File: config.mk
export PLATFORM = sky130hd
export DESIGN_NAME = lru_id_to_slot_mapper
export DESIGN_NICKNAME = d
export VERILOG_FILES = /design/src/rtl/lidsm_pkg.sv /design/src/rtl/lidsm_cell.sv /design/src/rtl/lru_id_to_slot_mapper.sv
export VERILOG_INCLUDE_DIRS = /design/src /design/src/rtl
export SDC_FILE = /design/constraint.sdc
export NUM_CORES = 1
export LEC_CHECK = 0
export BUFFER_PORTS_ARGS = -buffer_cell sky130_fd_sc_hd__buf_2
export CORE_ASPECT_RATIO = 0.5
export CORE_MARGIN = 3
export CORE_UTILIZATION = 31
export DETAILED_ROUTE_END_ITERATION = 6
export PLACE_DENSITY_LB_ADDON = 0.3
export SLEW_MARGIN = 20
export SYNTH_ARGS = -nofsm -noshare
export SYNTH_HDL_FRONTEND = slang
export SYNTH_SLANG_ARGS = --single-unit
export TNS_END_PERCENT = 1
File: constraint.sdc
create_clock -name clk -period 9.8 [get_ports clk]
set_input_delay 1.96 -clock clk [delete_from_list [all_inputs] [get_ports clk]]
set_output_delay 1.96 -clock clk [all_outputs]
set_load 0.05 [all_outputs]
File: src/rtl/lru_id_to_slot_mapper_macros.svh
// Assertion macros for the id-to-slot mapper.
// Used by the top level only; needs clk and rst_n in scope.
`ifndef LRU_ID_TO_SLOT_MAPPER_MACROS_SVH
`define LRU_ID_TO_SLOT_MAPPER_MACROS_SVH

// consequent holds in the cycle after the antecedent
`define LIDSM_ASSERT_NEXT(lbl, ante, cons, msg) \
  lbl: assert property (@(posedge clk) disable iff (!rst_n) (ante) |=> (cons)) \
    else $error(msg);

// consequent holds in the same cycle as the antecedent
`define LIDSM_ASSERT_NOW(lbl, ante, cons, msg) \
  lbl: assert property (@(posedge clk) disable iff (!rst_n) (ante) |-> (cons)) \
    else $error(msg);

`endif

File: src/rtl/lidsm_pkg.sv
// Shared types and constants for the id-to-slot mapper.
// No dependencies.
`default_nettype none
package lidsm_pkg;

  localparam int IDW = 32;   // id word width
  localparam int SNW = 5;    // reported slot number width

  typedef logic [IDW-1:0] id_t;

  typedef struct packed {
    logic upd;               // a valid id is being mapped this cycle
    logic miss;              // no cell holds the id
  } ctl_t;

endpackage
`default_nettype wire

File: src/rtl/lidsm_cell.sv
// One recency cell: holds a stored id and its slot, compares against the key
// and takes its upper neighbour's entry when the row moves. Uses lidsm_pkg.
`default_nettype none
module lidsm_cell
  import lidsm_pkg::*;
#(
  parameter int SW       = 4,
  parameter int CELL_POS = 0
) (
  input  wire logic          clk,
  input  wire logic          rst_n,
  input  wire ctl_t          ctl,
  input  wire id_t           key,
  input  wire id_t           nb_id,
  input  wire logic [SW-1:0] nb_slot,
  input  wire logic          hit_in,
  input  wire logic [SW-1:0] carry_in,
  output logic               hit_out,
  output logic [SW-1:0]      carry_out,
  output id_t                id_q,
  output logic [SW-1:0]      slot_q
);

  id_t           id_r,   id_nxt;
  logic [SW-1:0] slot_r, slot_nxt;
  logic          match;
  logic          shift;

  assign match     = (id_r == key);
  assign hit_out   = hit_in | match;
  assign carry_out = match ? slot_r : carry_in;
  assign shift     = ctl.upd & (ctl.miss | hit_out);

  always_comb begin
    id_nxt   = id_r;
    slot_nxt = slot_r;
    if (shift) begin
      id_nxt   = nb_id;
      slot_nxt = nb_slot;
    end
  end

  always_ff @(posedge clk) begin
    if (!rst_n) begin
      id_r   <= '1;
      slot_r <= SW'(CELL_POS);
    end else begin
      id_r   <= id_nxt;
      slot_r <= slot_nxt;
    end
  end

  assign id_q   = id_r;
  assign slot_q = slot_r;

endmodule
`default_nettype wire

File: src/rtl/lru_id_to_slot_mapper.sv
// Top level of the LRU id-to-slot mapper: a row of recency cells.
// Uses lidsm_pkg, lidsm_cell and lru_id_to_slot_mapper_macros.svh.
//
// Usage:
//   An id word is taken when start is high and busy is low. busy stays low,
//   so a new id may be offered on every clock.
//   In the cycle after an id is taken, out_valid pulses for one cycle
//   with out_accepted and out_slot_number (slot counted from 1, 0 when the
//   id is negative and rejected). The receiver cannot stall the result.
//   Throughput is one id per cycle; the compare and the recency move of all
//   SLOTS cells are combinational and settle between the input edge and the
//   result register.
//   Cells are kept in recency order, oldest at position 0. A hit at
//   position p moves every cell above p down by one and puts the hit entry
//   on top; a miss does the same from position 0, overwriting the oldest.
//   Reset (rst_n low, synchronous) empties every slot and puts slot k at
//   position k, slot 0 being the oldest; no result is shown during reset.
`default_nettype none
`include "lru_id_to_slot_mapper_macros.svh"
module lru_id_to_slot_mapper
  import lidsm_pkg::*;
#(
  parameter int SLOTS = 16
) (
  input  wire logic                  clk,
  input  wire logic                  rst_n,
  input  wire logic                  start,
  output logic                       busy,
  input  wire logic signed [IDW-1:0] in_id_number,
  output logic                       out_valid,
  output logic                       out_accepted,
  output logic [SNW-1:0]             out_slot_number
);

  localparam int SW = (SLOTS > 1) ? $clog2(SLOTS) : 1;

  id_t           key;
  ctl_t          ctl;
  logic          take;
  logic          hit_c   [SLOTS+1];
  logic [SW-1:0] carry_c [SLOTS+1];
  id_t           cell_id   [SLOTS];
  logic [SW-1:0] cell_slot [SLOTS];
  id_t           nb_id     [SLOTS];
  logic [SW-1:0] nb_slot   [SLOTS];
  logic [SW:0]   slot_plus;

  logic           out_valid_r,    out_valid_nxt;
  logic           out_accepted_r, out_accepted_nxt;
  logic [SNW-1:0] out_slot_r,     out_slot_nxt;

  assign busy     = 1'b0;
  assign take     = start & ~busy;
  assign key      = id_t'(in_id_number);
  assign ctl.upd  = take & ~in_id_number[IDW-1];
  assign ctl.miss = ~hit_c[SLOTS];

  assign hit_c[0]   = 1'b0;
  assign carry_c[0] = cell_slot[0];

  for (genvar i = 0; i < SLOTS; i++) begin : g_cell
    if (i == SLOTS-1) begin : g_top
      assign nb_id[i]   = key;
      assign nb_slot[i] = carry_c[SLOTS];
    end else begin : g_mid
      assign nb_id[i]   = cell_id[i+1];
      assign nb_slot[i] = cell_slot[i+1];
    end

    lidsm_cell #(
      .SW       (SW),
      .CELL_POS (i)
    ) u_cell (
      .clk       (clk),
      .rst_n     (rst_n),
      .ctl       (ctl),
      .key       (key),
      .nb_id     (nb_id[i]),
      .nb_slot   (nb_slot[i]),
      .hit_in    (hit_c[i]),
      .carry_in  (carry_c[i]),
      .hit_out   (hit_c[i+1]),
      .carry_out (carry_c[i+1]),
      .id_q      (cell_id[i]),
      .slot_q    (cell_slot[i])
    );
  end

  assign slot_plus = {1'b0, carry_c[SLOTS]} + (SW+1)'(1);

  always_comb begin
    out_valid_nxt    = take;
    out_accepted_nxt = ctl.upd;
    out_slot_nxt     = ctl.upd ? SNW'(slot_plus) : '0;
  end

  always_ff @(posedge clk) begin
    if (!rst_n) begin
      out_valid_r <= 1'b0;
    end else begin
      out_valid_r <= out_valid_nxt;
    end
  end

  always_ff @(posedge clk) begin
    out_accepted_r <= out_accepted_nxt;
    out_slot_r     <= out_slot_nxt;
  end

  assign out_valid       = out_valid_r;
  assign out_accepted    = out_accepted_r;
  assign out_slot_number = out_slot_r;

  `LIDSM_ASSERT_NEXT(a_result_follows, start && !busy, out_valid, "result word missing")
  `LIDSM_ASSERT_NEXT(a_no_spurious, !start, !out_valid, "result word without input")
  `LIDSM_ASSERT_NEXT(a_neg_rejected, start && !busy && in_id_number[IDW-1], !out_accepted, "negative id accepted")
  `LIDSM_ASSERT_NOW(a_reject_zero, out_valid && !out_accepted, out_slot_number == '0, "rejected word has a slot")

endmodule
`default_nettype wire

# Word level (Yosys, flattened, before mapping)
# Index checks and enable logic that the tools add are counted.
[word_totals]
in_bits = 35
ff_bits = 583
elab_cells = 115
output_inout_bits = 8
[op_classes]
addsub = 1
muxes = 15
eq_ne = 16
bitwise = 48
[ops]
columns = ["cell", "n"]
rows = [
  ["$eq A32 B32 Y1", 16],
  ["$mux W4", 15],
  ["$or A1 B1 Y1", 30],
  ["$and A1 B1 Y1", 16],
  ["$add A4 B1 Y5 const B", 1],
  ["$not A1 Y1", 2],
]

# Depth between registers and ports, before layout
# Gate-level depths: netlist (run 1).
[logic_depth]
ltp_word = 19
mapped_depth = 16
depth_no_buf = 13

# By module
# Synthesis (run 1) repeated with hierarchy kept, for this count alone.
[hier_totals]
hier_cells = 3322
hier_area_um2 = 32959.1
[modules_own_cells]
columns = ["module", "area_per_inst_um2", "n_inst", "cells_per_inst", "seq_area_each_um2"]
rows = [
  ["lidsm_cell at g_cell[10].u_cell ...", 2059.5, 6, 206, 720.7],
  ["lidsm_cell at g_cell[11].u_cell ...", 2064.5, 4, 206, 720.7],
  ["lidsm_cell at g_cell[1].u_cell ...", 2054.5, 4, 206, 720.7],
  ["lidsm_cell at g_cell[0].u_cell", 2049.5, 1, 206, 720.7],
  ["lidsm_cell at g_cell[15].u_cell", 1830.5, 1, 208, 720.7],
  ["lru_id_to_slot_mapper", 246.5, 1, 24, 140.1],
]

# Least setup slack after synthesis (run 1)
# Ideal clock, no wire load.
[synth_timing]
path_kind = "input to register"
startpoint = "in in_id_number[2]"
endpoint = "reg g_cell[13].u_cell.id_r[16]"
path_slack_ns = 5.386
arrival_ns = 4.284
setup_ns = 0.129
path_buffers = 4
stages = 14
required_time_ns = 9.671
cell_sequence = "buf_4 > buf_4 > xnor2_1 > nand4_1 > nor4_2 > nand2_1 > and2_1 > nand4_4 > nand3b_4 > o31ai_4 > buf_6 > buf_6 > mux2i_1 > nand2_1"
[synth_via]
elab_chain_len = 19
elab_cells_between_ends = 34
classes_between = "eq/ne: 16; bitwise: 18"
[synth_lines]
columns = ["element", "line_no", "rtl"]
rows = [
  ["start, declared", "lru_id_to_slot_mapper.sv:29", "input wire logic signed [IDW-1:0] in_id_number,"],
  ["$eq A32 B32 Y1", "lidsm_cell.sv:29", "assign match = (id_r == key);"],
  ["$or A1 B1 Y1 (15 in a row)", "lidsm_cell.sv:30", "assign hit_out = hit_in | match;"],
  ["$not A1 Y1", "lru_id_to_slot_mapper.sv:56", "assign ctl.miss = ~hit_c[SLOTS];"],
  ["$or A1 B1 Y1 *", "lidsm_cell.sv:32", "assign shift = ctl.upd & (ctl.miss | hit_out);"],
  ["$and A1 B1 Y1 *", "lidsm_cell.sv:32", ""],
  ["end signal, assigned", "lidsm_cell.sv:48", "id_r <= id_nxt;"],
  ["end, declared", "lidsm_cell.sv:24", "id_t id_r, id_nxt;"],
]
# Mark *: on every way between the ends. The rest lies on a longest branch, timed or not.
# A chain may end at the register's enable or synchronous reset.

# Worst setup path in the final report (run 1)
[layout_timing]
startpoint = "in in_id_number[26]"
endpoint = "reg g_cell[2].u_cell.id_r[29]"
[layout_via]
elab_chain_len = 19
elab_cells_between_ends = 34
classes_between = "eq/ne: 16; bitwise: 18"
[layout_lines]
columns = ["element", "line_no"]
rows = [
  ["$eq A32 B32 Y1", "lidsm_cell.sv:29"],
  ["$or A1 B1 Y1 (15 in a row)", "lidsm_cell.sv:30"],
  ["$not A1 Y1", "lru_id_to_slot_mapper.sv:56"],
  ["$or A1 B1 Y1 *", "lidsm_cell.sv:32"],
  ["$and A1 B1 Y1 *", "lidsm_cell.sv:32"],
  ["end signal, assigned", "lidsm_cell.sv:48"],
  ["end, declared", "lidsm_cell.sv:24"],
]
# Marked as above.

==> summary.md, run 1 <==
| Metric | Value |
|---|---|
| #FFs+latches synth | 583 |
| Most frequent cell after synthesis | nand2_1 |
| Worst-Margin Slew | around 1.1 ns |
| ANT cells | 0 |
| Final Max Tran Viols | 0 |
| Synth Instances | ~2800 |
| Top cells by area, synth | dfxtp_1, mux2i_1, xnor2_1 |
| Slowest-stage cell, CP | or4b_4 |
| Endpoints failing hold | 0 |
| Final WS setup | roughly 4.1 ns |
| Post-CTS setup buffer count | 0 |
| RSZ-0062 raised after global routing | false |
| Layout net count | 2800 |
| WL final | just over 80000 um |
| VDD IR-drop max | about 140 uV |
| Post-Syn Nets | 2863 |
| Routed len/inst | between 20 and 25 um |
| Kind of critical path | in -> reg |
| Number of max-cap violations | 0 |
| Ys flop type | dfxtp_1 |
| Register area share after synthesis | 42.22% |
| Worst setup EP type | flip-flop |
| Leakage | around 12 nW |
| # IOs | between 40 and 50 |
| Critical Path Source | in_id_number[26] |
| H-tree depth | 2 |
| Worst Setup Start Kind | primary input |
| Post-route cell area | ~30000 sq um |
| Clock Skew | 0.02619 ns |
| Root buffer cell | clkbuf_16 |
| Fillers | between 8000 and 9000 |
| Final Cycle Share | 57.90% |
| Final setup fails | 0 |
| Ys async rst share | 0% |
| Largest net degree at the start of global routing | 246 |
| P&R area growth vs syn | 9.188% |
| Dpl cell area | approximately 28000 sq um |
| Detail Placement HPWL | between 50000 and 60000 um |
| Synthesized area per cell | roughly 9.8 sq um |
| Inserted Clock Buffers | 57 |
| HP Start | g_cell[15].u_cell.id_q[31]$_SDFFE_PN1P_ |
| Hold buffers post-CTS | 0 |
| Buffers & Inverters on Critical Path | 3 |
| Hold slack | between 0.4 and 0.5 ns |
| Arr. time, crit path | 6.16 ns |
| # rows | between 70 and 80 |
| Post-layout util | about a third |
| Crit path max-delay family | simple AND/OR/NAND/NOR gates |
| Post-synth top area cell | dfxtp_1 |
| Clk_lat worst skew | between 0.6 and 0.7 ns |
| Synth cell types | 60 |
| Initial Utilization | between 30% and 40% |
| Fin Setup TNS | 0 ns |
| Relative slew margins | slightly below 30% |
| ANT nets after route | 0 |
| Chip Width | between 400 and 500 um |
| Top-area cell type share of the netlist area | 42.22% |
| PortBufs | between 40 and 50 |
| Initial antenna violation count | 0 |
| Most common cell on crit path | buf_4 |
| Worst hold path type | reg -> reg |
| Vias in the first global route | ~19000 |
| Initial DRC Count | around 1500 |
| Die Ht | 217.2 um |
| Crit path max fanout | 36 |
| Die area | around 93000 sq um |
| First-pass iteration count of the detailed router | 5 |
| YS warnings | 0 |
| CTS tree | built |
| Crit-path max cell delay | between 0.5 and 0.6 ns |
| Core region area | a little under 90000 sq um |
| Post-synth EDFFs | 0 |
| Vias per cell | roughly 4.8 |
| GP Congestion | ~0.8 |
| Worst-path cell chain | buf_2 -> buf_4 -> xor2_1 -> nor4_1 -> nand4_1 -> nor2_1 -> nor3_2 -> or4b_4 -> o21ai_1 -> and2_2 -> buf_4 -> mux2i_1 -> nand2_1 |
| Top cells by count, synth | nand2_1, dfxtp_1, mux2i_1 |
| Total grt overflow | 0 |
| Post-Syn Area | approximately 28000 sq um |
| Clock sink total | around 600 |
| Final Critical Period | approximately 5.7 ns |
| Clock buffer depth | 3 |
| Critical path required time | a little over 10 ns |
| # DRC | 0 |
| Clock transition at the registers of the reported paths | about 0.06 ns |
| GRT Util Overall | 17.27% |
| PostCTS Resize Cnt | 0 |
| Worst R2R Start | g_cell[15].u_cell.id_q[0]$_SDFFE_PN1P_ |
| Outcome | finished clean |
| Fmax | ~180 MHz |
| Pre-CTS setup slack | 3.503 ns |
| Share of layout cells above drive strength 1 | between 6 and 7% |
| PwrDens | approximately 170 nW/um^2 |
| Routed vias | just under 20000 |
| First-pass GRT wire length | 124400 um |
worst reg2reg max path, cell delays in order, from the launching register on:
cell	delay [ns]
dfxtp_1	0.33
xnor2_1	0.30
nand4_1	0.20
nor4_1	0.76
nand2_1	0.48
nand2_1	0.24
o22ai_1	0.12
or3b_2	0.48
o21ai_1	0.29
ha_1	0.21
inv_1	0.06
xnor2_1	0.33
nor2_1	0.08
sequential cells by signal, summed over array words and instances, names as in the netlist:
| register | cells |
|---|---|
| out_valid | 1 |
| out_accepted | 1 |
| g_cell.u_cell.id_q | 512 |
| g_cell.u_cell.slot_q | 64 |
| out_slot_number | 5 |
report_power, final:
part           internal [mW]  switching, mW  leakage [nW]
Sequential              2.40         0.0234          4.73
Combinational          0.154          0.276          6.55
Clock                   1.28          0.965         0.923
Total                   3.83           1.27          12.2
area by class of cell:
class,count,area (sq um),area share [%]
inverters,18,67.56,0.2238
well taps,1170,1464,4.850
repair buffers,79,533.0,1.766
clock buffers,91,1737,5.754
multi-input cells,2025,14580,48.30
flip-flops and latches,583,11670,38.67
clock inverters,11,133.9,0.4435
path summary, 6_finish.rpt:
kind                                                                end  slack, ns  depth (start not counted)
worst min-delay path            g_cell[15].u_cell.id_q[31]$_SDFFE_PN1P_       0.48                          2
worst min register to register  g_cell[15].u_cell.id_q[31]$_SDFFE_PN1P_       0.48                          2
worst max-delay path             g_cell[2].u_cell.id_q[29]$_SDFFE_PN1P_       4.13                         13
worst max register to register            out_slot_number[2]$_SDFF_PN0_       5.79                         12
layer usage:
metal	part of all wire [%]	track usage [%]	wire length (um)	up-vias
met2	46	28.68	37800	341
met3	3.5	1.955	2860	114
met4	2.4	4.601	1973	0
met5	0	0	0	-
li1	-	-	-	9371
met1	48	23.83	39110	9440
cells by family after synthesis:
kind of cell	synth area share [%]
flops	42.22
buf+inv	5.458
other cells	0.01357
simple gates	14.76
mux	19.44
compound gates	1.811
xor+xnor	16.25
fa+ha+maj	0.04525
cells in the final DEF (no fill, tap or decap), types with 4 or more instances in the layout:
master,count
buf_4,36
and2_1,6
o21ai_4,8
buf_2,40
mux2i_1,537
nor2_1,46
a21oi_1,7
clkbuf_8,14
o21ai_1,4
xnor2_1,289
dfxtp_1,583
nand2_1,598
o211ai_1,11
nor4_1,69
nor3_1,8
nand3_1,49
clkbuf_1,18
nand3b_1,7
inv_1,17
clkinv_2,7
xor2_1,224
o21ai_0,10
clkbuf_16,59
nand4_1,87
stage by stage:
stage                     power [mW]  instances
final                          5.099       3977
after global routing           5.272       3977
after CTS                      5.146       3976
after detailed placement       2.901       3874
after global placement         2.898       3874
after floorplan                2.805       2827
Power figures use the tool's default switching activity.
==> run 2, diff against run 1 <==
==> constraint.sdc (replaced) <==
create_clock -name clk -period 4.5 [get_ports clk]
set_input_delay 0.9 -clock clk [delete_from_list [all_inputs] [get_ports clk]]
set_output_delay 0.9 -clock clk [all_outputs]
set_load 0.05 [all_outputs]
==> run 2 against run 1 <==
- clock power is 130% higher
- largest cell class unchanged
- power rose by 130%
- critical path depth unchanged
- non-clock buffer count grew 102
- clock-buffer cell count fell by 5
- final cell count increased by 2.6%
- sequential share of layout area down 1.7 points
- wire length is 0.89% lower
- worst hold slack got worse by 0.011 ns
==> summary.md, run 2 (synthesis results as in run 1) <==
| Metric | Value |
|---|---|
| Pre-CTS setup slack | 0.03252 ns (-3.470 ns) |
| Layout net count | 2902 (+3.6%) |
| Final Critical Period | about 3.9 ns |
| ANT cells | 0 (unchanged) |
| Vias in the first global route | 19227 (+0.84%) |
| Final setup fails | 0 (unchanged) |
| PostCTS Resize Cnt | 0 (unchanged) |
| Fillers | 8729 (-1.9%) |
| Outcome | finished clean |
| R2R setup slack | 0.95 ns (-4.84 ns) |
| Relative slew margins | 30.00% (+0.75 points) |
| Largest net degree at the start of global routing | 167 (-32%) |
| GP Congestion | 0.8383 (+1.7%) |
| Final Max Tran Viols | 0 (unchanged) |
| H-tree depth | 2 (unchanged) |
| Worst Setup Start Kind | primary input |
| M2 GR Usage | 27.95% (-0.72 points) |
| Chip Width | 428.3 um (unchanged) |
| Die Ht | 217.2 um (unchanged) |
| Inserted Clock Buffers | 57 (unchanged) |
| Worst setup EP type | flip-flop |
| Clock Skew | 0.02752 ns (+0.001328 ns) |
| Initial DRC Count | 1416 (-7.8%) |
| Crit path max fanout | 25 (-31%) |
| Leakage | 12.95 nW (+6.1%) |
| Root buffer cell | clkbuf_16 |
| First-pass iteration count of the detailed router | 5 (unchanged) |
| CTS tree | built |
| Fin Setup TNS | 0 ns (unchanged) |
| Critical path required time | 4.97 ns (-5.31 ns) |
| Share of layout cells above drive strength 1 | 10.41% (+3.4 points) |
| Hold Path End | g_cell[15].u_cell.id_q[31]$_SDFFE_PN1P_ |
| R2r endpoint | g_cell[2].u_cell.id_q[6]$_SDFFE_PN1P_ |
| Number of max-cap violations | 0 (unchanged) |
| VDD IR-drop max | 304.7 uV (+120%) |
| RSZ-0062 raised after global routing | false |
| PwrDens | 363.2 nW/um^2 (+120%) |
| # rows | 76 (unchanged) |
| Fmax | around 260 MHz |
| Routed vias | 19648 (+2.0%) |
| GRT Util Overall | 17.01% (-0.25 points) |
| Commonest non-fill, non-tap cell in the layout | nand2_1 |
| Endpoints failing hold | 0 (unchanged) |
| Post-CTS setup buffer count | 0 (unchanged) |
| Worst-Margin Slew | 1.043 ns (-0.01769 ns) |
| Post-route cell area | 31590 sq um (+4.7%) |
| Vias per cell | 4.816 (-0.59%) |
| Initial antenna violation count | 0 (unchanged) |
| Number of flip-flops in the largest register | 512 (unchanged) |
| M1 GR Usage | 23.81% (about the same) |
| WL final | 81020 um (-0.89%) |
| Total grt overflow | 0 (unchanged) |
| Most frequent cells in the layout | nand2_1, dfxtp_1, mux2i_1 |
| Routed len/inst | 19.86 um (-3.4%) |
| Clk_lat worst skew | 0.64 ns (about the same) |
| Kind of critical path | in -> reg |
| GR peak layer | met2 |
| Min-Delay Path Depth | 2 (unchanged) |
| R2r worst-path depth | 11 (-1) |
| Die area | 93010 sq um (unchanged) |
| Detail Placement HPWL | 59440 um (+5.8%) |
| P&R area growth vs syn | 14.29% |
| Dpl cell area | 29600 sq um (+4.7%) |
| Core region area | 87200 sq um (unchanged) |
| ANT nets after route | 0 (unchanged) |
| Worst R2R Start | g_cell[2].u_cell.id_q[21]$_SDFFE_PN1P_ |
| HP Start | g_cell[15].u_cell.id_q[31]$_SDFFE_PN1P_ |
| Initial Utilization | 31.70% (unchanged) |
| Clock transition at the registers of the reported paths | 0.06 ns (about the same) |
| First-pass GRT wire length | 123100 um (-1.0%) |
| # IOs | 43 (unchanged) |
| Final Cycle Share | 86.72% |
| Final WS setup | 0.5974 ns (-3.529 ns) |
| Hold buffers post-CTS | 0 (unchanged) |
| Clock sink total | 583 (unchanged) |
| GRT met3 Usage | 1.880% (-0.075 points) |
| Worst hold path type | reg -> reg |
| Clock buffer depth | 3 (unchanged) |
| Arr. time, crit path | 4.37 ns (-1.79 ns) |
| # DRC | 0 (unchanged) |
| PortBufs | 41 (unchanged) |
[run 2: area by class of cell]
cell class	instances	area, sq um	share of cell area (%)
Clock buffer	86	1685	5.334
Clock inverter	17	304.0	0.9623
Inverter	18	67.56	0.2139
Multi-Input combinational cell	2025	14570	46.12
Sequential cell	583	11670	36.94
Tap cell	1170	1464	4.633
Timing Repair Buffer	181	1829	5.790
[run 2: metal layers]
metal | wire length [um] | share of wire [%]
met5 | 0 | 0
met4 | 1770 | 2.2
met3 | 2577 | 3.2
met2 | 36890 | 46
met1 | 39780 | 49
[run 2: metrics by stage]
| stage | hold WS [ns] | utilization [%] | total power [mW] | cells |
|---|---|---|---|---|
| after floorplan | 0.4412 | - | 6.108 | 2827 |
| after global placement | 0.4564 | 33.95 | 6.406 | 3977 |
| after detailed placement | 0.4577 | 33.95 | 6.411 | 3977 |
| after CTS | 0.4680 | 36.23 | 11.59 | 4080 |
| after global routing | 0.4926 | 36.23 | 11.86 | 4080 |
| final | 0.4658 | 36.23 | 11.48 | 4080 |
[run 2: how the worst max path moves through the flow]
stage                     startpoint                                       to  slack [ns]  cells past startpoint
floorplan            in_id_number[2]  g_cell[13].u_cell.id_q[16]$_SDFFE_PN1P_        1.15                     14
global placement     in_id_number[6]            out_slot_number[2]$_SDFF_PN0_        0.04                     15
detailed placement  in_id_number[31]   g_cell[2].u_cell.id_q[29]$_SDFFE_PN1P_        0.03                     13
CTS                 in_id_number[31]    g_cell[2].u_cell.id_q[6]$_SDFFE_PN1P_        0.68                     13
global route        in_id_number[31]   g_cell[2].u_cell.id_q[29]$_SDFFE_PN1P_        0.44                     13
finish              in_id_number[31]    g_cell[2].u_cell.id_q[6]$_SDFFE_PN1P_        0.60                     13
[run 2: worst max-delay path: stages]
cell and delay [ns]:
buf_2 0.27, buf_4 0.21, xor2_1 0.30, nor4_1 0.10, nand4_1 0.27, nor2_1 0.13, nor3_2 0.27, or4b_4 0.59
o21ai_1 0.47, and2_2 0.30, buf_12 0.23, mux2i_1 0.22, nand2_1 0.07
[run 2: power by group]
part / leakage [nW] / switching (mW) / internal (mW)
clock: 0.977 / 2.15 / 3.04
combinational: 7.24 / 0.615 / 0.411
sequential: 4.73 / 0.0496 / 5.22
total: 13.0 / 2.81 / 8.67
